### config.mk
export PLATFORM = sky130hd
export DESIGN_NAME = websocket_frame_decoder_flat
export DESIGN_NICKNAME = d
export VERILOG_FILES = /design/src/design/wsfd_pkg.sv /design/src/design/wsfd_if.sv /design/src/design/wsfd_parser.sv /design/src/design/wsfd_out_reg.sv /design/src/design/websocket_frame_decoder.sv /design/src/flat_wrapper.sv
export SDC_FILE = /design/constraint.sdc
export NUM_CORES = 1
export LEC_CHECK = 0
export ABC_CLOCK_PERIOD_IN_PS = 4700
export BUFFER_PORTS_ARGS = -buffer_cell sky130_fd_sc_hd__buf_2
export CORE_MARGIN = 5
export CORE_UTILIZATION = 45
export DETAILED_ROUTE_END_ITERATION = 12
export GPL_TIMING_DRIVEN = 1
export HOLD_SLACK_MARGIN = 0.02
export PLACE_DENSITY_LB_ADDON = 0.2
export SKIP_LAST_GASP = 1
export SLEW_MARGIN = 20
export SYNTH_ARGS = -nofsm -noshare
export SYNTH_HDL_FRONTEND = slang
export SYNTH_SLANG_ARGS = --single-unit
### constraint.sdc
create_clock -name i_clk -period 4.7 [get_ports i_clk]
set_input_delay 0.94 -clock i_clk [delete_from_list [all_inputs] [get_ports i_clk]]
set_output_delay 0.94 -clock i_clk [all_outputs]
set_load 0.05 [all_outputs]
### src/design/wsfd_pkg.sv
// Package for the WebSocket frame decoder.
// Holds parser phase codes, result kind codes and the result struct.
// No dependencies.
package wsfd_pkg;

    localparam int BYTE_W = 8;
    localparam int LEN_W  = 32;

    // Parser phases
    localparam logic [2:0] PH_HDR0 = 3'd0;
    localparam logic [2:0] PH_HDR1 = 3'd1;
    localparam logic [2:0] PH_EXT  = 3'd2;
    localparam logic [2:0] PH_MASK = 3'd3;
    localparam logic [2:0] PH_PAY  = 3'd4;
    localparam logic [2:0] PH_HALT = 3'd5;

    // Result kinds
    localparam logic [1:0] KIND_BYTE  = 2'd0;
    localparam logic [1:0] KIND_EMPTY = 2'd1;
    localparam logic [1:0] KIND_ERROR = 2'd2;

    // Header constants
    localparam logic [6:0] LEN7_EXT16 = 7'd126;
    localparam logic [6:0] LEN7_EXT64 = 7'd127;
    localparam logic [3:0] EXT16_BYTES = 4'd2;
    localparam logic [3:0] EXT64_BYTES = 4'd8;
    localparam logic [3:0] MASK_BYTES  = 4'd4;
    localparam logic [3:0] OPC_PING    = 4'h9;

    localparam logic [LEN_W-1:0] MAX_LEN_RESET = 32'd65536;

    typedef struct packed {
        logic [1:0]        kind;
        logic [BYTE_W-1:0] data;
        logic              fin;
        logic [3:0]        opcode;
        logic              is_ping;
        logic              last_of_frame;
    } t_result;

endpackage

### src/design/wsfd_if.sv
// Stream interfaces for the WebSocket frame decoder: received bytes in,
// result items out. Depends on wsfd_pkg.
interface wsfd_in_if import wsfd_pkg::*; ();
    logic              valid;
    logic              ready;
    logic [BYTE_W-1:0] rx_byte;

    modport source (output valid, output rx_byte, input ready);
    modport sink   (input valid, input rx_byte, output ready);
endinterface

interface wsfd_out_if import wsfd_pkg::*; ();
    logic              valid;
    logic              ready;
    logic [1:0]        kind;
    logic [BYTE_W-1:0] data;
    logic              fin;
    logic [3:0]        opcode;
    logic              is_ping;
    logic              last_of_frame;

    modport source (output valid, output kind, output data, output fin, output opcode,
                    output is_ping, output last_of_frame, input ready);
    modport sink   (input valid, input kind, input data, input fin, input opcode,
                    input is_ping, input last_of_frame, output ready);
endinterface

### src/design/wsfd_parser.sv
// Frame parser: header, extended length, mask key and payload unmasking.
// Produces at most one result per accepted byte. Depends on wsfd_pkg.
module wsfd_parser import wsfd_pkg::*; (
    input  logic              i_clk,
    input  logic              i_rst_n,
    input  logic              i_accept,
    input  logic [BYTE_W-1:0] i_rx_byte,
    input  logic [LEN_W-1:0]  i_max_len,
    output logic              o_res_valid,
    output t_result           o_res
);

    logic [2:0]       r_phase, n_phase;
    logic             r_fin, n_fin;
    logic [3:0]       r_opcode, n_opcode;
    logic             r_mask_on, n_mask_on;
    logic [3:0]       r_cnt, n_cnt;
    logic [31:0]      r_key, n_key;
    logic [LEN_W-1:0] r_len_lo, n_len_lo;
    logic             r_len_hi_nz, n_len_hi_nz;
    logic [LEN_W-1:0] r_left, n_left;
    logic [1:0]       r_idx, n_idx;

    logic              res_valid;
    t_result           res;
    logic              do_len;
    logic              do_hdr;
    logic [6:0]        len7;
    logic [BYTE_W-1:0] mask_byte;
    logic              last;

    always_comb begin
        n_phase     = r_phase;
        n_fin       = r_fin;
        n_opcode    = r_opcode;
        n_mask_on   = r_mask_on;
        n_cnt       = r_cnt;
        n_key       = r_key;
        n_len_lo    = r_len_lo;
        n_len_hi_nz = r_len_hi_nz;
        n_left      = r_left;
        n_idx       = r_idx;
        do_len      = 1'b0;
        do_hdr      = 1'b0;
        len7        = i_rx_byte[6:0];
        mask_byte   = '0;
        last        = 1'b0;
        res_valid   = 1'b0;
        res.kind          = KIND_BYTE;
        res.data          = '0;
        res.fin           = r_fin;
        res.opcode        = r_opcode;
        res.is_ping       = (r_opcode == OPC_PING);
        res.last_of_frame = 1'b0;

        unique case (r_phase)
            PH_HDR0: begin
                n_fin    = i_rx_byte[7];
                n_opcode = i_rx_byte[3:0];
                n_phase  = PH_HDR1;
            end
            PH_HDR1: begin
                n_mask_on   = i_rx_byte[7];
                n_key       = '0;
                n_len_lo    = '0;
                n_len_hi_nz = 1'b0;
                if (len7 == LEN7_EXT16) begin
                    n_cnt   = EXT16_BYTES;
                    n_phase = PH_EXT;
                end else if (len7 == LEN7_EXT64) begin
                    n_cnt   = EXT64_BYTES;
                    n_phase = PH_EXT;
                end else begin
                    n_len_lo = {{(LEN_W-7){1'b0}}, len7};
                    do_len   = 1'b1;
                end
            end
            PH_EXT: begin
                // Only the low 32 bits are kept; anything shifted beyond them
                // makes the length oversize, so a sticky flag is enough.
                n_len_lo    = {r_len_lo[LEN_W-9:0], i_rx_byte};
                n_len_hi_nz = r_len_hi_nz | (|r_len_lo[LEN_W-1:LEN_W-8]);
                n_cnt       = r_cnt - 4'd1;
                do_len      = (n_cnt == 4'd0);
            end
            PH_MASK: begin
                n_key  = {r_key[23:0], i_rx_byte};
                n_cnt  = r_cnt - 4'd1;
                do_hdr = (n_cnt == 4'd0);
            end
            PH_PAY: begin
                unique case (r_idx)
                    2'd0:    mask_byte = r_key[31:24];
                    2'd1:    mask_byte = r_key[23:16];
                    2'd2:    mask_byte = r_key[15:8];
                    default: mask_byte = r_key[7:0];
                endcase
                last              = (r_left == {{(LEN_W-1){1'b0}}, 1'b1});
                res_valid         = 1'b1;
                res.kind          = KIND_BYTE;
                res.data          = i_rx_byte ^ mask_byte;
                res.last_of_frame = last;
                n_left            = r_left - {{(LEN_W-1){1'b0}}, 1'b1};
                n_idx             = r_idx + 2'd1;
                if (last) begin
                    n_phase = PH_HDR0;
                end
            end
            default: begin
                n_phase = PH_HALT;
            end
        endcase

        if (do_len) begin
            if (n_len_hi_nz || (n_len_lo > i_max_len)) begin
                n_phase           = PH_HALT;
                res_valid         = 1'b1;
                res.kind          = KIND_ERROR;
                res.last_of_frame = 1'b1;
            end else if (n_mask_on) begin
                n_cnt   = MASK_BYTES;
                n_phase = PH_MASK;
            end else begin
                do_hdr = 1'b1;
            end
        end

        if (do_hdr) begin
            if (n_len_lo == '0) begin
                n_phase           = PH_HDR0;
                res_valid         = 1'b1;
                res.kind          = KIND_EMPTY;
                res.last_of_frame = 1'b1;
            end else begin
                n_left  = n_len_lo;
                n_idx   = 2'd0;
                n_phase = PH_PAY;
            end
        end
    end

    always_ff @(posedge i_clk) begin
        if (!i_rst_n) begin
            r_phase <= PH_HDR0;
        end else if (i_accept) begin
            r_phase <= n_phase;
        end
    end

    always_ff @(posedge i_clk) begin
        if (i_accept) begin
            r_fin       <= n_fin;
            r_opcode    <= n_opcode;
            r_mask_on   <= n_mask_on;
            r_cnt       <= n_cnt;
            r_key       <= n_key;
            r_len_lo    <= n_len_lo;
            r_len_hi_nz <= n_len_hi_nz;
            r_left      <= n_left;
            r_idx       <= n_idx;
        end
    end

    assign o_res_valid = i_accept & res_valid;
    assign o_res       = res;

endmodule

### src/design/wsfd_out_reg.sv
// Output register for result items; takes a new item whenever it is empty
// or its item is being taken. Depends on wsfd_pkg.
module wsfd_out_reg import wsfd_pkg::*; (
    input  logic    i_clk,
    input  logic    i_rst_n,
    input  logic    i_res_valid,
    input  t_result i_res,
    output logic    o_can_load,
    output logic    o_valid,
    input  logic    i_ready,
    output t_result o_res
);

    logic    r_valid;
    t_result r_res;

    assign o_can_load = !r_valid || i_ready;

    always_ff @(posedge i_clk) begin
        if (!i_rst_n) begin
            r_valid <= 1'b0;
        end else if (o_can_load) begin
            r_valid <= i_res_valid;
        end
    end

    always_ff @(posedge i_clk) begin
        if (o_can_load && i_res_valid) begin
            r_res <= i_res;
        end
    end

    assign o_valid = r_valid;
    assign o_res   = r_res;

endmodule

### src/design/websocket_frame_decoder.sv
// WebSocket frame decoder top level: one received byte per item in, at most one
// result item out per byte. A byte's result is loaded into the output register in the cycle after the byte is accepted.
// Throughput is one byte every cycle, set by the single parser state update;
// the input stalls only while the output register holds an untaken item.
// Synchronous active-low reset returns the parser to the first header byte,
// empties the output register and sets max_payload_len to 65536.
module websocket_frame_decoder import wsfd_pkg::*; (
    input  logic             i_clk,
    input  logic             i_rst_n,
    wsfd_in_if.sink          i_rx,
    wsfd_out_if.source       o_res,
    input  logic             i_cfg_we,
    input  logic [LEN_W-1:0] i_cfg_wdata
);

    logic [LEN_W-1:0] r_max_len;
    logic             accept;
    logic             can_load;
    logic             res_valid;
    t_result          res;
    t_result          out_res;

    always_ff @(posedge i_clk) begin
        if (!i_rst_n) begin
            r_max_len <= MAX_LEN_RESET;
        end else if (i_cfg_we) begin
            r_max_len <= i_cfg_wdata;
        end
    end

    assign i_rx.ready = can_load;
    assign accept     = i_rx.valid && can_load;

    wsfd_parser u_parser (
        .i_clk       (i_clk),
        .i_rst_n     (i_rst_n),
        .i_accept    (accept),
        .i_rx_byte   (i_rx.rx_byte),
        .i_max_len   (r_max_len),
        .o_res_valid (res_valid),
        .o_res       (res)
    );

    wsfd_out_reg u_out_reg (
        .i_clk       (i_clk),
        .i_rst_n     (i_rst_n),
        .i_res_valid (res_valid),
        .i_res       (res),
        .o_can_load  (can_load),
        .o_valid     (o_res.valid),
        .i_ready     (o_res.ready),
        .o_res       (out_res)
    );

    assign o_res.kind          = out_res.kind;
    assign o_res.data          = out_res.data;
    assign o_res.fin           = out_res.fin;
    assign o_res.opcode        = out_res.opcode;
    assign o_res.is_ping       = out_res.is_ping;
    assign o_res.last_of_frame = out_res.last_of_frame;

endmodule

### src/flat_wrapper.sv
// flat-port wrapper written by rule: the top's interface ports become plain ports
module websocket_frame_decoder_flat import wsfd_pkg::*;
  (i_clk, i_rst_n, i_cfg_we, i_cfg_wdata, i_rx_valid, i_rx_rx_byte, i_rx_ready, o_res_valid, o_res_kind, o_res_data, o_res_fin, o_res_opcode, o_res_is_ping, o_res_last_of_frame, o_res_ready);
  wsfd_in_if i_rx_i ();
  wsfd_out_if o_res_i ();
  input  logic i_clk;
  input  logic i_rst_n;
  input  logic i_cfg_we;
  input  logic [LEN_W-1:0] i_cfg_wdata;
  input wire logic [$bits(i_rx_i.valid)-1:0] i_rx_valid;
  input wire logic [$bits(i_rx_i.rx_byte)-1:0] i_rx_rx_byte;
  output wire logic [$bits(i_rx_i.ready)-1:0] i_rx_ready;
  output wire logic [$bits(o_res_i.valid)-1:0] o_res_valid;
  output wire logic [$bits(o_res_i.kind)-1:0] o_res_kind;
  output wire logic [$bits(o_res_i.data)-1:0] o_res_data;
  output wire logic [$bits(o_res_i.fin)-1:0] o_res_fin;
  output wire logic [$bits(o_res_i.opcode)-1:0] o_res_opcode;
  output wire logic [$bits(o_res_i.is_ping)-1:0] o_res_is_ping;
  output wire logic [$bits(o_res_i.last_of_frame)-1:0] o_res_last_of_frame;
  input wire logic [$bits(o_res_i.ready)-1:0] o_res_ready;
  assign i_rx_i.valid = i_rx_valid;
  assign i_rx_i.rx_byte = i_rx_rx_byte;
  assign i_rx_ready = i_rx_i.ready;
  assign o_res_valid = o_res_i.valid;
  assign o_res_kind = o_res_i.kind;
  assign o_res_data = o_res_i.data;
  assign o_res_fin = o_res_i.fin;
  assign o_res_opcode = o_res_i.opcode;
  assign o_res_is_ping = o_res_i.is_ping;
  assign o_res_last_of_frame = o_res_i.last_of_frame;
  assign o_res_i.ready = o_res_ready;
  websocket_frame_decoder u_core (.i_clk(i_clk), .i_rst_n(i_rst_n), .i_rx(i_rx_i), .o_res(o_res_i), .i_cfg_we(i_cfg_we), .i_cfg_wdata(i_cfg_wdata));
endmodule
# Word level (Yosys, flattened, before mapping)
# Cells that the tools add are included.
# word_totals
latch_bits	0
ramBits	0
output_inout_bits	19
memories	0
romBits	0
register_bits	162
wordCells	99
# op_classes
n_div	0
n_mul	0
addsub	3
mux	50
n_reduce_logical	14
order_cmp	1
shift	0
n_eq_ne	10
bitwise	3
# op_table
cell	n
32-bit one-hot mux with 2 select lines	2
32-bit 2-to-1 mux	3
32-bit by 1-bit == test with 1-bit output (second input constant)	1
32-bit greater-than comparator	1
32-bit zero test	1
32-bit by 1-bit subtractor with 32-bit output (second input constant)	1
3-bit 2-to-1 mux	8
8-bit one-hot mux with 3 select lines	1
4-bit 2-to-1 mux	5
1-bit 2-to-1 mux	17
7-bit == test (second input constant)	2
2-bit 2-to-1 mux	7
7-bit 2-to-1 mux	2
3-bit one-hot mux with 4 select lines	1
8-bit 2-to-1 mux	1
4-bit one-hot mux with 2 select lines	1
8-bit OR reduction	1
8-bit bitwise XOR	1
3-bit by 2-bit == test with 1-bit output (second input constant)	2
4-bit == test (second input constant)	1
4-bit zero test	1
1-bit one-hot mux with 2 select lines	2
2-bit AND reduction	2
4-bit by 1-bit subtractor with 4-bit output (second input constant)	1
other kinds (14)	16

# Depth between registers and ports, before layout
# Gate-level depths: netlist of the first run.
# depth
word_depth	12
depth_mapped	15

# By module
# Synthesis of the first run repeated with hierarchy kept, for this count alone.
# unflattened
cells_unflattened	840
area_unflattened_um2	9270.1
# by_module_without_submodules
module	cells_each	area_per_inst_um2	n_inst
wsfd_parser	714	7454.6	1
websocket_frame_decoder	104	1247.4	1
wsfd_out_reg	22	568.0	1

# Least setup slack after synthesis of the first run
# No wires, ideal clock.
# synth_timing
kind	input -> register
from	in i_rx_rx_byte[3]
to	reg u_core.u_out_reg.r_res, in the netlist u_core.u_out_reg.o_res[0], enable pin
setup_ps	397
t_arrival_ps	4054
slack_ps	249
path_stages	11
required_time_ps	4303
cell_sequence	and4_1 > a311oi_1 > a22o_1 > ha_1 > nand2_1 > nor4_1 > o21ai_0 > a41oi_1 > o22ai_2 > a21o_1 > a21oi_1
# synth_via
elab_chain_cells	12
word_cells_on_any_way	19
classes_between	1 x order compare; 2 x eq/ne; 12 x mux; 1 x bitwise; 3 x reduce/logical
# synth_rtl
element	line	rtl
from (decl)	flat_wrapper.sv:11	input wire logic [$bits(i_rx_i.rx_byte)-1:0] i_rx_rx_byte;
7-bit == test	wsfd_parser.sv:70	end else if (len7 == LEN7_EXT64) begin
7-bit 2-to-1 mux	wsfd_parser.sv:70	
7-bit 2-to-1 mux *	wsfd_parser.sv:67	if (len7 == LEN7_EXT16) begin
32-bit one-hot mux with 2 select lines *	wsfd_parser.sv:56	unique case (r_phase)
net u_core.u_parser.n_len_lo[6]	wsfd_parser.sv:19	logic [LEN_W-1:0] r_len_lo, n_len_lo;
32-bit greater-than comparator	wsfd_parser.sv:115	if (n_len_hi_nz || (n_len_lo > i_max_len)) begin
1-bit logical OR	wsfd_parser.sv:115	
1-bit 2-to-1 mux	wsfd_parser.sv:115	
1-bit 2-to-1 mux	wsfd_parser.sv:114	if (do_len) begin
1-bit 2-to-1 mux	wsfd_parser.sv:129	if (n_len_lo == '0) begin
1-bit 2-to-1 mux *	wsfd_parser.sv:128	if (do_hdr) begin
1-bit bitwise AND *	wsfd_parser.sv:164	assign o_res_valid = i_accept & res_valid;
1-bit logical AND *	wsfd_out_reg.sv:28	if (o_can_load && i_res_valid) begin
to (signal assigned)	wsfd_out_reg.sv:29	r_res <= i_res;
to (decl)	wsfd_out_reg.sv:15	t_result r_res;
# Mark *: on every way through the listed nets, which the timed path passes. The rest lies on a longest branch.
# A chain may end at the register's enable or synchronous reset.

# Worst setup path in the final report of the first run
# layout_timing
from	reg u_core.u_parser.r_phase[1]
to	reg u_core.u_out_reg.r_res, in the netlist u_core.u_out_reg.o_res[0], enable pin
# layout_via
elab_chain_cells	10
word_cells_on_any_way	22
classes_between	1 x order compare; 4 x eq/ne; 13 x mux; 1 x bitwise; 3 x reduce/logical
# layout_rtl
element	line	rtl
from (decl)	wsfd_parser.sv:13	logic [2:0] r_phase, n_phase;
from (signal assigned)	wsfd_parser.sv:146	r_phase <= n_phase;
3-bit by 2-bit == test with 1-bit output or 3-bit by 1-bit == test with 1-bit output (tied branches)	wsfd_parser.sv:56	
32-bit one-hot mux with 2 select lines *	wsfd_parser.sv:56	
net u_core.u_parser.n_len_lo[13]	wsfd_parser.sv:19	
32-bit greater-than comparator	wsfd_parser.sv:115	
1-bit logical OR	wsfd_parser.sv:115	
1-bit 2-to-1 mux	wsfd_parser.sv:115	
1-bit 2-to-1 mux	wsfd_parser.sv:114	
1-bit 2-to-1 mux	wsfd_parser.sv:129	
1-bit 2-to-1 mux *	wsfd_parser.sv:128	
1-bit bitwise AND *	wsfd_parser.sv:164	
1-bit logical AND *	wsfd_out_reg.sv:28	
# Marks and branches as above.

==> summary by stage, run 1 <==
CTS
CTS built an H-tree with a depth of 4. The clock latency reported for the late side of the worst-skew pair is 0.43 ns. Counting the buffers created by CTS gives 17. The post-CTS setup-driven buffer insertion count is 0. The clock sink total is between 150 and 200.

No sink is reached through more buffers than the 2 on the longest clock path. The TritonCTS clock tree is done. The clock-pin slew of the registers on the worst-case setup and hold paths is 0.07 ns.

In this run the clock root is driven by a sky130_fd_sc_hd__clkbuf_16.

STA
The total negative slack is 0 ns. The maximum clock rate is 0.233 GHz. The number of hold-slack violations in the final timing report is 0. The clock arrives with 0.0103 ns of skew. The worst slew margin relative to its limit is between 20% and 30%. The share of the clock period used by the worst path is 91.2%. The final number of setup-violating endpoints is 0. Setup repair after global routing left no endpoint under its margin. The count of final max-slew check failures is 0. The shortest clock period the worst path allows after layout is 4.28 ns. The transition time of the tightest slew-check pin is approximately 1.1 ns.

Logic synthesis
Of the total synthesized cell area, the portion taken by full adders, half adders and majority gates is 5.57%. The average size of a mapped cell is 11.0 um^2. The basic-gate share of the synthesized area counting and, or, nand and nor cells is around 17%. The count of state elements after synthesis is 162. After synthesis, the share of flip-flops with an asynchronous set or reset is 0%. In the synthesized netlist, mux cells make up 7.58% of the area. The count of yosys warnings during synthesis is 0. The number of nets in the synthesized netlist is roughly 900. After synthesis, the netlist uses 66 different library cells. The post-synthesis cell area is 8980 um^2.

The complex-gate fraction of the synthesized area is 10.6%. The gate count after technology mapping is 819. Summing the sequential cell areas from Yosys gives approximately half of the chip area. The XOR/XNOR share of the synthesized area is 3.80%. After synthesis, the largest family of logic cells by area is simple AND/OR/NAND/NOR gates. Among all flip-flop cells after synthesis, the most frequent one is sky130_fd_sc_hd__edfxtp_1.

Counting flops with a built-in enable in the synthesized netlist gives 126.

Worst setup path
STA classifies the critical path startpoint as a flip-flop. The category of the most critical setup path is reg2reg. In this design, the stage delay of the slowest critical-path cell is 0.51 ns.

The family of cells with the greatest summed delay on the critical path is compound AO/OA/AOI/OAI gates. Traced cell by cell, the critical path runs through buf_4 > nor3b_1 > a221oi_1 > inv_1 > ha_1 > nand4_1 > nor4_1 > o21ai_0 > a41oi_1 > o22ai_2 > a21o_1 > a21oi_4. The number of buffer and inverter stages on the critical path is 2.

The biggest fanout along the worst timing path is 52. For this design, the slowest cell found on the critical path is sky130_fd_sc_hd__dfxtp_2. The kind of end point of the critical path is a flip-flop.

The endpoint required time on the critical path is 4.76 ns. At the worst endpoint, the arrival time is 4.34 ns.

GRT
Global routing used roughly 3.9% of the available met3 tracks. Entering global routing, the biggest net connects between 50 and 60 pins. The global-route wire length before repair is 34.5 mm. In this run the most used layer during global routing was met2.

Across every metal layer, demand over resource in global routing totals 19.5%. The met1 track demand over resource is 28.6%. The via count of the first global-routing pass is 6,296.

The met2 demand-to-capacity share in global routing is 29.5%. The initial antenna violation count is 0. Summed over all layers, the global routing overflow is 0.

Power
The analysis attributes to cell leakage a power of 4.23 nW. The power density relative to cell area is 408 nW/um^2. The maximum vdd drop is ~0.27 mV.

Cells and area
The post-route netlist has between 10% and 20% of its cells at a drive strength greater than 1. The final core area utilization is 53.0%. The number of nets in the layout is 986.

The antenna diode count is 0. The area growth from synthesis to layout is 15.7%.

Floorplanning
Once the floorplan was initialized, standard cells occupied 45.9% of the core. The core region is between 15,000 and 20,000 um^2. The die outline height is 151 um. The number of placement rows is 51. The die covers between 20,000 and 25,000 um^2. Pin placement for this block handled 64 I/O pins.

The die width is between 150 and 200 um.

Drt
The initial DRC count is about 640. After detailed routing, the number of remaining DRC violations is 0. For this block, the routed nets add up to 21.8 mm of wire. The wire length per cell is ~18 um. The number of optimization iterations in the first detailed-route pass is 5. The total number of vias is around 6,600. After detailed routing, the number of vias per cell comes to 5.59. The post-route antenna net violation count is 0.

Place
The count of input and output buffers is 63. The half-perimeter wire length after placement is 16.1 mm. The congestion estimate from routability-driven global placement came to 0.828.

Min path
The worst min-delay path category is reg2reg.

Run
Across the run, the number of max-cap violations was 0.

Outcome
The flow ran to the end, and the final reports show no timing, DRC or antenna violations.
state kept, by name, indices dropped and copies added (netlist names):
register                     flops
u_core.u_parser.r_len_hi_nz      1
u_core.u_parser.r_cnt            4
u_core.u_out_reg.o_res          17
u_core.u_parser.r_fin            1
u_core.u_parser.r_mask_on        1
u_core.u_parser.r_phase          3
u_core.u_parser.r_opcode         4
u_core.u_out_reg.o_valid         1
u_core.u_parser.r_key           32
u_core.u_parser.r_left          32
u_core.u_parser.r_idx            2
u_core.u_parser.r_len_lo        32
u_core.r_max_len                32
through the flow:
step | worst slack [ns] | power, W | hold slack, ns | cell area [um^2] | std cells
final | 0.416 | 0.00424 | 0.422 | 10400 | 1179
after global placement | 0.297 | 0.00283 | 0.406 | 9770 | 1146
after CTS | 0.243 | 0.00426 | 0.427 | 10400 | 1178
after global routing | 0.0773 | 0.00446 | 0.429 | 10400 | 1179
after detailed placement | 0.234 | 0.00285 | 0.411 | 9770 | 1146
after floorplan | 0.249 | 0.00249 | 0.400 | 8980 | 819
where the power goes:
| group | switching (W) | internal [W] | leakage, nW |
|---|---|---|---|
| Clock | 0.000617 | 0.000798 | 0.286 |
| Combinational | 0.000582 | 0.000409 | 2.42 |
| Sequential | 0.000110 | 0.00173 | 1.52 |
| Total | 0.00131 | 0.00294 | 4.23 |
worst paths after layout:
kind | startpoint | endpoint | slack, ns | depth (start not counted)
worst max register to register | u_core.u_parser.r_phase[1] | u_core.u_out_reg.o_res[0] | 0.42 | 12
worst max-delay path | u_core.u_parser.r_phase[1] | u_core.u_out_reg.o_res[0] | 0.42 | 12
worst min-delay path | u_core.u_parser.r_fin | u_core.u_out_reg.o_res[6] | 0.42 | 0
worst min register to register | u_core.u_parser.r_fin | u_core.u_out_reg.o_res[6] | 0.42 | 0
routing by layer:
layer	routed length (um)	up-vias	part of all wire, %
met2	9770	215	45
li1	-	3188	-
met4	268	0	1.2
met1	10500	3164	48
met5	0	-	0
met3	1220	20	5.6
layout by cell type, fill, tap and decap left out, types with 9 or more instances in the layout:
cell                        count
sky130_fd_sc_hd__ha_1          40
sky130_fd_sc_hd__inv_1         62
sky130_fd_sc_hd__nor4_1        17
sky130_fd_sc_hd__a21oi_1       20
sky130_fd_sc_hd__nor3_1        10
sky130_fd_sc_hd__nor2b_1       52
sky130_fd_sc_hd__xor2_1         9
sky130_fd_sc_hd__edfxtp_1     126
sky130_fd_sc_hd__o21ai_0       27
sky130_fd_sc_hd__clkbuf_16     17
sky130_fd_sc_hd__a221oi_1      16
sky130_fd_sc_hd__nor3b_1       20
sky130_fd_sc_hd__buf_4         40
sky130_fd_sc_hd__nor2_1        41
sky130_fd_sc_hd__dfxtp_1       34
sky130_fd_sc_hd__nand2_1       49
sky130_fd_sc_hd__buf_2         63
sky130_fd_sc_hd__xnor2_1       30
sky130_fd_sc_hd__mux2i_1       53
sky130_fd_sc_hd__nand4_1       12
sky130_fd_sc_hd__and3_1        34
area by class of cell:
| class | instances | area (um^2) |
|---|---|---|
| Fill cell | 1758 | 9200 |
| Sequential cell | 162 | 4510 |
| Multi-Input combinational cell | 551 | 4060 |
| Timing Repair Buffer | 105 | 656 |
| Clock buffer | 17 | 425 |
| Tap cell | 265 | 332 |
| Inverter | 64 | 240 |
| Clock inverter | 15 | 169 |
cell usage after synthesis (all sizes together) (21+ instances only):
cell / count / share of area, %
edfxtp: 126 / 42
inv: 63 / 2.6
mux2i: 53 / 5.9
nor2b: 53 / 3.7
nand2: 49 / 2.0
nor2: 41 / 1.7
ha: 40 / 5.6
dfxtp: 36 / 8.0
and3: 34 / 2.4
xnor2: 30 / 2.9
clkbuf: 28 / 1.2
o21ai: 27 / 1.5
a21oi: 21 / 1.2
nor3b: 21 / 1.8
worst reg2reg max path, delay by kind of cell (launching register included):
kind | cells | cell delay [ns]
adders and majority gates | 1 | 0.32
and+or+nand+nor | 3 | 0.67
AOI/OAI and AO/OA | 6 | 1.83
buffers and inverters | 2 | 0.60
DFF | 1 | 0.51
what timing repair did:
item | in CTS | in global routing
setup endpoints to repair | 0 | 44
resized for setup | 0 | 2
hold buffers | 0 | 0
logic make-up after synthesis:
logic type	after synthesis
AO/OA/AOI/OAI	128
XOR/XNOR	39
adder cells (fa/ha/maj)	40
buffers and inverters	107
flip-flops	162
multiplexers	66
AND/OR/NAND/NOR	277
Power figures use the tool's default switching activity.
==> run 2, diff against run 1 <==
- CORE_UTILIZATION: 45 -> 30
==> summary by stage, run 2 (synthesis gave the netlist of run 1 again) <==
STA
Based on the critical path, the design can be clocked at up to 0.232 GHz. The routed design could run at a clock period as short as between 4 and 5 ns. Between clock sinks in the finished design, the worst skew comes to about 0.030 ns. The transition time of the tightest slew-check pin is 0.968 ns. Setup repair after global routing left no endpoint under its margin. The number of hold-slack violations in the final timing report is 0.

In the final timing run, aggregate negative setup slack is 0 ns. The final number of setup-violating endpoints is 0. The worst path meets setup with 0.391 ns of slack.

The count of final max-slew check failures is 0. The share of the clock period used by the worst path is 91.7%. Measured against its own limit, the worst slew margin works out to 35.4%.

Place
Buffers placed on the I/O ports in this run total 63. The congestion estimate from routability-driven global placement came to 0.778. Timing analysis after detailed placement gives a worst setup slack of around 0.16 ns. The instance area after placement is approximately 9900 um^2.

The HPWL after detailed placement is 16.8 mm. Counting tap cells, the placed design contains a total of approximately 1,300 instances.

GRT
The global-route track usage on met3 is 2.06%. The global-route wire length before repair is 36.9 mm. Global routing consumed, over all layers together, 13.9% of the routing resources. The via count of the first global-routing pass is 6,355. The layer flagged by global routing as most heavily used is met2. In the global route stage, met1 resource usage came out at 20.3%. Global routing consumed, on the met2 layer, approximately 22% of the routing resources. The initial antenna violation count came to 1. Summed over all layers, the global routing overflow is 0. Entering global routing, the biggest net connects 76 pins.

Worst setup path
On the worst path, the slowest cell contributes a delay of between 0.7 and 0.8 ns. The signal arrival time at the worst endpoint is 4.47 ns. The worst setup path is of the reg2reg kind. The number of cell instances on the worst register-to-register path is 13.

The beginning of the worst register-to-register path is u_core.u_parser.r_phase[1]. Traced cell by cell, the critical path runs through buf_4 > nand2b_1 > a311oi_1 > a22o_1 > ha_1 > nand2_1 > nor4_1 > o21ai_0 > a41oi_1 > o22ai_2 > a31oi_4 > buf_12 > mux2_1. Of all nets on the critical path, the largest fanout is 42.

The sort of element at the start of the critical path is a flip-flop. The endpoint of the worst register-to-register path is u_core.u_parser.r_left[29]. The internal reg-to-reg setup slack is 0.39 ns. The endpoint required time on the critical path is 4.86 ns. The highest-delay cell along the critical path is sky130_fd_sc_hd__a311oi_1.

STA classifies the critical path endpoint as a flip-flop.

Power
The power density relative to cell area is 398 nW/um^2. Across the VDD grid, the largest voltage drop is about 0.19 mV. For this design the static power due to leakage is between 4 and 5 nW.

CTS
No sink is reached through more buffers than the 2 on the longest clock path. CTS built an H-tree with a depth of 4. For this design, the CTS-stage hold fixing added 0 buffers. The post-CTS setup-driven buffer insertion count is 0. The count of instances resized after the clock tree is built is 0. CTS saw ~160 sinks.

The TritonCTS clock tree is done. The clock-pin slew of the registers on the worst-case setup and hold paths is 0.07 ns. The number of CTS-inserted buffers is 17. Clock tree synthesis selected as its root buffer the cell sky130_fd_sc_hd__clkbuf_16. For the worst-skew pair, the clock arrives at the later sink with an insertion delay of 0.44 ns.

Drt
The pre-antenna-repair detailed-routing pass consisted of 5 iterations. The total number of vias is 6,474. The detailed router finished its first iteration with 525 violations. The via count normalized by instance count is 4.99. The post-route antenna net violation count is 0. After detailed routing, the number of remaining DRC violations is 0. After detailed routing, the total wire length is 23.3 mm. In the final routed layout, each cell accounts on average for roughly 18 um.

Cells and area
Cells fill between 30% and 40% of the core in the end. Excluding fillers, the count of instances in the completed layout stands at 1,297. After filler insertion, the fill cell instance count of the layout stands at 3,065. The top cell types in the final layout, fill and taps aside, are sky130_fd_sc_hd__edfxtp_1, sky130_fd_sc_hd__buf_2, sky130_fd_sc_hd__inv_1.

The antenna diode count is 0. The most common cell after layout, fill and taps aside is sky130_fd_sc_hd__edfxtp_1. The area growth from synthesis to layout is 16.6%. Summing all non-filler instances in the final layout gives an area of between 10,000 and 15,000 um^2. The fraction of layout cells with a size suffix above 1 is 16.5%. In the final design database the tool counted 979 nets.

Floorplanning
The starting density of the core is 30.3%. The die outline height is 183 um. The number of top-level design ports is 64. The die width is ~180 um. The number of placement rows is 63. The region available for standard cell placement spans around 30,000 um^2. The die covers 33,500 um^2.

Min path
The worst min-delay path category is reg2reg. Along the worst hold path, the cell count comes to 0. The start point of the worst min-delay path is u_core.u_parser.r_fin. The worst hold path terminates at u_core.u_out_reg.o_res[6].

Run
Across the run, the number of max-cap violations was 0.

Outcome
The flow ran to the end, and the final reports show no timing, DRC or antenna violations.
[run 2: worst max-delay path: cells and delay by family (launching register included)]
kind	cells	cell delay, ns
AOI/OAI and AO/OA	6	1.84
adders and majority gates	1	0.15
buffers and inverters	2	0.62
DFF	1	0.40
muxes	1	0.34
and+or+nand+nor	3	0.64
[run 2: metal layers]
layer  vias up  wire length [um]  part of all wire [%]
met5         -                 0                     0
met4         0               293                   1.3
met3        15               813                   3.5
met2       137             10600                    46
met1      3139             11600                    50
li1       3183                 -                     -
[run 2: through the flow]
| step | power, W | hold WS [ns] |
|---|---|---|
| after floorplan | 0.00249 | 0.400 |
| after global placement | 0.00283 | 0.407 |
| after detailed placement | 0.00284 | 0.407 |
| after CTS | 0.00422 | 0.425 |
| after global routing | 0.00439 | 0.446 |
| final | 0.00417 | 0.425 |
[run 2: worst max path at each step]
stage	from	endpoint	slack, ns	depth (start not counted)
6_report	u_core.u_parser.r_phase[1]	u_core.u_parser.r_left[29]	0.39	13
5_1_grt	u_core.u_parser.r_phase[1]	u_core.u_parser.r_left[19]	0.06	13
4_1_cts	u_core.u_parser.r_phase[1]	u_core.u_parser.r_left[5]	0.38	13
3_5_place_dp	i_rx_rx_byte[1]	u_core.u_parser.r_left[5]	0.16	13
3_3_place_gp	i_rx_rx_byte[1]	u_core.u_parser.r_left[5]	0.27	13
2_1_floorplan	i_rx_rx_byte[3]	u_core.u_out_reg.o_res[0]	0.25	11
[run 2: final cells by class]
class | count | area, um^2 | area share (%)
clock buffers | 17 | 425 | 4.06
well taps | 390 | 488 | 4.66
flip-flops and latches | 162 | 4510 | 43.0
multi-input cells | 550 | 4040 | 38.5
clock inverters | 15 | 144 | 1.37
inverters | 64 | 240 | 2.29
repair buffers | 99 | 636 | 6.07
[run 2: power by group]
group	switching, W	internal [W]
Sequential	0.000109	0.00173
Clock	0.000667	0.000703
Combinational	0.000574	0.000392
==> run 3, diff against run 2 <==
==> constraint.sdc (replaced) <==
create_clock -name i_clk -period 4.7 [get_ports i_clk]
set_input_delay 0.235 -clock i_clk [delete_from_list [all_inputs] [get_ports i_clk]]
set_output_delay 0.235 -clock i_clk [all_outputs]
set_load 0.05 [all_outputs]
==> summary by stage, run 3 (synthesis gave the netlist of run 1 again) <==
Worst setup path
The number of cell instances on the worst register-to-register path is 14. Walking the worst path, the cells encountered are a21o_1 > buf_4 > buf_4 > a221oi_1 > inv_1 > ha_1 > nand4_1 > nor4_1 > o21ai_0 > a41oi_1 > o22ai_2 > a31oi_4 > buf_12 > mux2_1. The most prevalent standard cell on the critical path is sky130_fd_sc_hd__buf_4. The sort of element at the start of the critical path is a flip-flop. STA puts the critical path data required time at 4.88 ns. In this run the register-to-register setup slack is between 0.3 and 0.4 ns. The highest-delay cell along the critical path is sky130_fd_sc_hd__a221oi_1. In this run the critical register-to-register path is captured at u_core.u_parser.r_left[19]. The critical path in this run is classified as reg2reg.

The maximum cell stage delay along the critical path is 0.50 ns. The startpoint identified for the worst register-to-register timing path is u_core.u_parser.r_phase[2]. Of all nets on the critical path, the largest fanout is 25.

The kind of end point of the critical path is a flip-flop. The signal arrival time at the worst endpoint is 4.49 ns.

Power
The analysis attributes to cell leakage a power of 4.19 nW. Overall power consumption after layout is estimated at between 0.004 and 0.005 W. The maximum vdd drop is 0.256 mV. The power density relative to cell area is ~400 nW/um^2.

Drt
The number of optimization iterations in the first detailed-route pass is 5. Once detail routing completed, the nets flagged for antenna violations numbered 0. The routed layout has 6,401 vias.

The wire length per cell is 17.6 um. In this run, the number of DRC markers left after iteration 0 of detailed routing was 427. The final layout contains routed wiring with a total length of 22.8 mm. For this run, design rule violations remaining after detail routing come to 0. The via count normalized by instance count is 4.95.

GRT
The first global-routing pass estimated 36.3 mm of wire. The via count of the first global-routing pass was roughly 6,400. The total congestion overflow after global routing is 0.

Global routing used 13.7% of the available tracks. Entering global routing, the biggest net connects between 50 and 60 pins. The initial antenna violation count is 0.

Min path
The worst hold path depth is 3. The worst min-delay path category is in2reg. In this run the most critical hold path is launched from i_cfg_wdata[19]. The endpoint of the worst hold path is u_core.r_max_len[19].

Place
The count of input and output buffers is 63. Routability-driven placement finished with a final weighted congestion of 0.763. The wire-length estimate of the detail-placed layout is 16.6 mm.

STA
The count of final max-slew check failures is 0. The final number of setup-violating endpoints is 0. Subtracting the final worst setup slack from the clock period gives 4.31 ns. In the final timing run, aggregate negative setup slack is 0 ns. Static timing analysis puts the maximum clock frequency at 0.232 GHz. The share of the clock period used by the worst path is 91.6%.

The number of hold-slack violations in the final timing report was 0. Setup repair after global routing left no endpoint under its margin. The worst clock skew is about 0.012 ns. The transition time of the tightest slew-check pin is 1.07 ns. The worst pin sits at a relative slew slack of 28.1%.

Cells and area
The fraction of layout cells with a size suffix above 1 is around 16%. After filler insertion, the fill cell instance count of the layout stands at 3,060. The library cells used most frequently in the layout, excluding fill and tap cells, are sky130_fd_sc_hd__edfxtp_1, sky130_fd_sc_hd__buf_2, sky130_fd_sc_hd__inv_1. The sequential cells in the finished layout cover a total of about 4500 um^2. The most common cell after layout, fill and taps aside is sky130_fd_sc_hd__edfxtp_1. The antenna diode count is 0. The number of nets in the layout is 975. Relative to the synthesized area, the layout overhead comes to 16.7%. The multi-input combinational cells in the finished layout cover a total of 4050 um^2.

CTS
For the worst-skew pair, the clock arrives at the later sink with an insertion delay of 0.44 ns. The TritonCTS clock tree is done. After clock tree synthesis, the clock-pin slew on the worst setup and hold paths is roughly 0.070 ns. The tree is rooted in a sky130_fd_sc_hd__clkbuf_16. Clock tree synthesis inserted a total of 17 buffers. The H-tree generated during clock tree synthesis spans 4 levels.

The clock passes through at most 2 buffers. Counting every sink on the clock net gives 162.

Floorplanning
The floorplan has 63 rows. The die is 183 um wide. The core region area is 29,600 um^2. between 60 and 70 I/O pins were placed.

The die footprint is 33,500 um^2. For this configuration, the core starts out at a cell density of 30.3%. The die is 183 um tall.

Run
The tool flagged a number of max-cap violations equal to 0.

Outcome
The run finished with clean final reports.
## run 3: cell count changes in the layout (fill, tap and decap cells not counted), moves of 2 or more
cell                         delta
sky130_fd_sc_hd__clkinv_4       +2
sky130_fd_sc_hd__inv_8          +2
sky130_fd_sc_hd__buf_4          -3
sky130_fd_sc_hd__clkinv_2       -2
sky130_fd_sc_hd__buf_12         -2
sky130_fd_sc_hd__clkinvlp_4     -2
sky130_fd_sc_hd__inv_6          -2
## run 3: worst max path at each step
stage | start | depth (start not counted) | slack (ns) | endpoint
after floorplan | u_core.u_parser.r_phase[1] | 14 | 0.58 | u_core.u_out_reg.o_res[0]
after global placement | u_core.u_parser.r_phase[2] | 13 | 0.22 | u_core.u_out_reg.o_res[12]
after detailed placement | u_core.u_parser.r_phase[2] | 13 | 0.11 | u_core.u_out_reg.o_res[12]
after CTS | u_core.u_parser.r_phase[2] | 13 | 0.10 | u_core.u_out_reg.o_res[13]
after global routing | u_core.u_parser.r_phase[2] | 14 | 0.01 | u_core.u_parser.r_left[24]
final | u_core.u_parser.r_phase[2] | 14 | 0.39 | u_core.u_parser.r_left[19]
## run 3: layout make-up
cell class	instances	share of cell area, %
well taps	390	4.66
inverters	64	2.29
clock inverters	15	1.79
multi-input cells	550	38.6
flip-flops and latches	162	43.0
repair buffers	95	5.56
clock buffers	17	4.06
## run 3: worst max-delay path, delay by kind of cell, from the launching register on
| kind | cells | cell delay [ns] |
|---|---|---|
| AO/OA/AOI/OAI | 6 | 1.75 |
| adder cells (fa/ha/maj) | 1 | 0.30 |
| buffers and inverters | 4 | 0.77 |
| flip-flops | 1 | 0.36 |
| multiplexers | 1 | 0.35 |
| AND/OR/NAND/NOR | 2 | 0.48 |
## run 3: stage by stage
| step | cells | cell area, um^2 | utilization (%) | setup slack (ns) | hold WS [ns] |
|---|---|---|---|---|---|
| 2_1_floorplan | 819 | 8980 | - | 0.579 | 0.334 |
| 3_3_place_gp | 1258 | 9820 | 33.1 | 0.224 | 0.403 |
| 3_5_place_dp | 1258 | 9820 | 33.1 | 0.113 | 0.408 |
| 4_1_cts | 1291 | 10400 | 35.2 | 0.104 | 0.0372 |
| 5_1_grt | 1293 | 10500 | 35.4 | 0.0115 | 0.0515 |
| 6_report | 1293 | 10500 | 35.4 | 0.393 | 0.0531 |
## run 3: per-layer routing
layer / GRT usage, % / part of all wire (%)
met1: 19.5 / 49
met2: 21.7 / 46
met3: 1.84 / 3.5
met4: 4.05 / 1.3
met5: 0 / 0
## run 3: timing repair
| item | in CTS | in global routing |
|---|---|---|
| setup buffers | 0 | 2 |
| hold buffers | 1 | 0 |
| endpoints found under the setup margin | 0 | 39 |
| hold endpoints to repair | 1 | 0 |
| gates resized for setup | 0 | 2 |
## run 3: power breakdown
| part | internal [W] | switching [W] |
|---|---|---|
| sequential | 0.00173 | 0.000110 |
| clock | 0.000768 | 0.000665 |
| combinational | 0.000384 | 0.000566 |
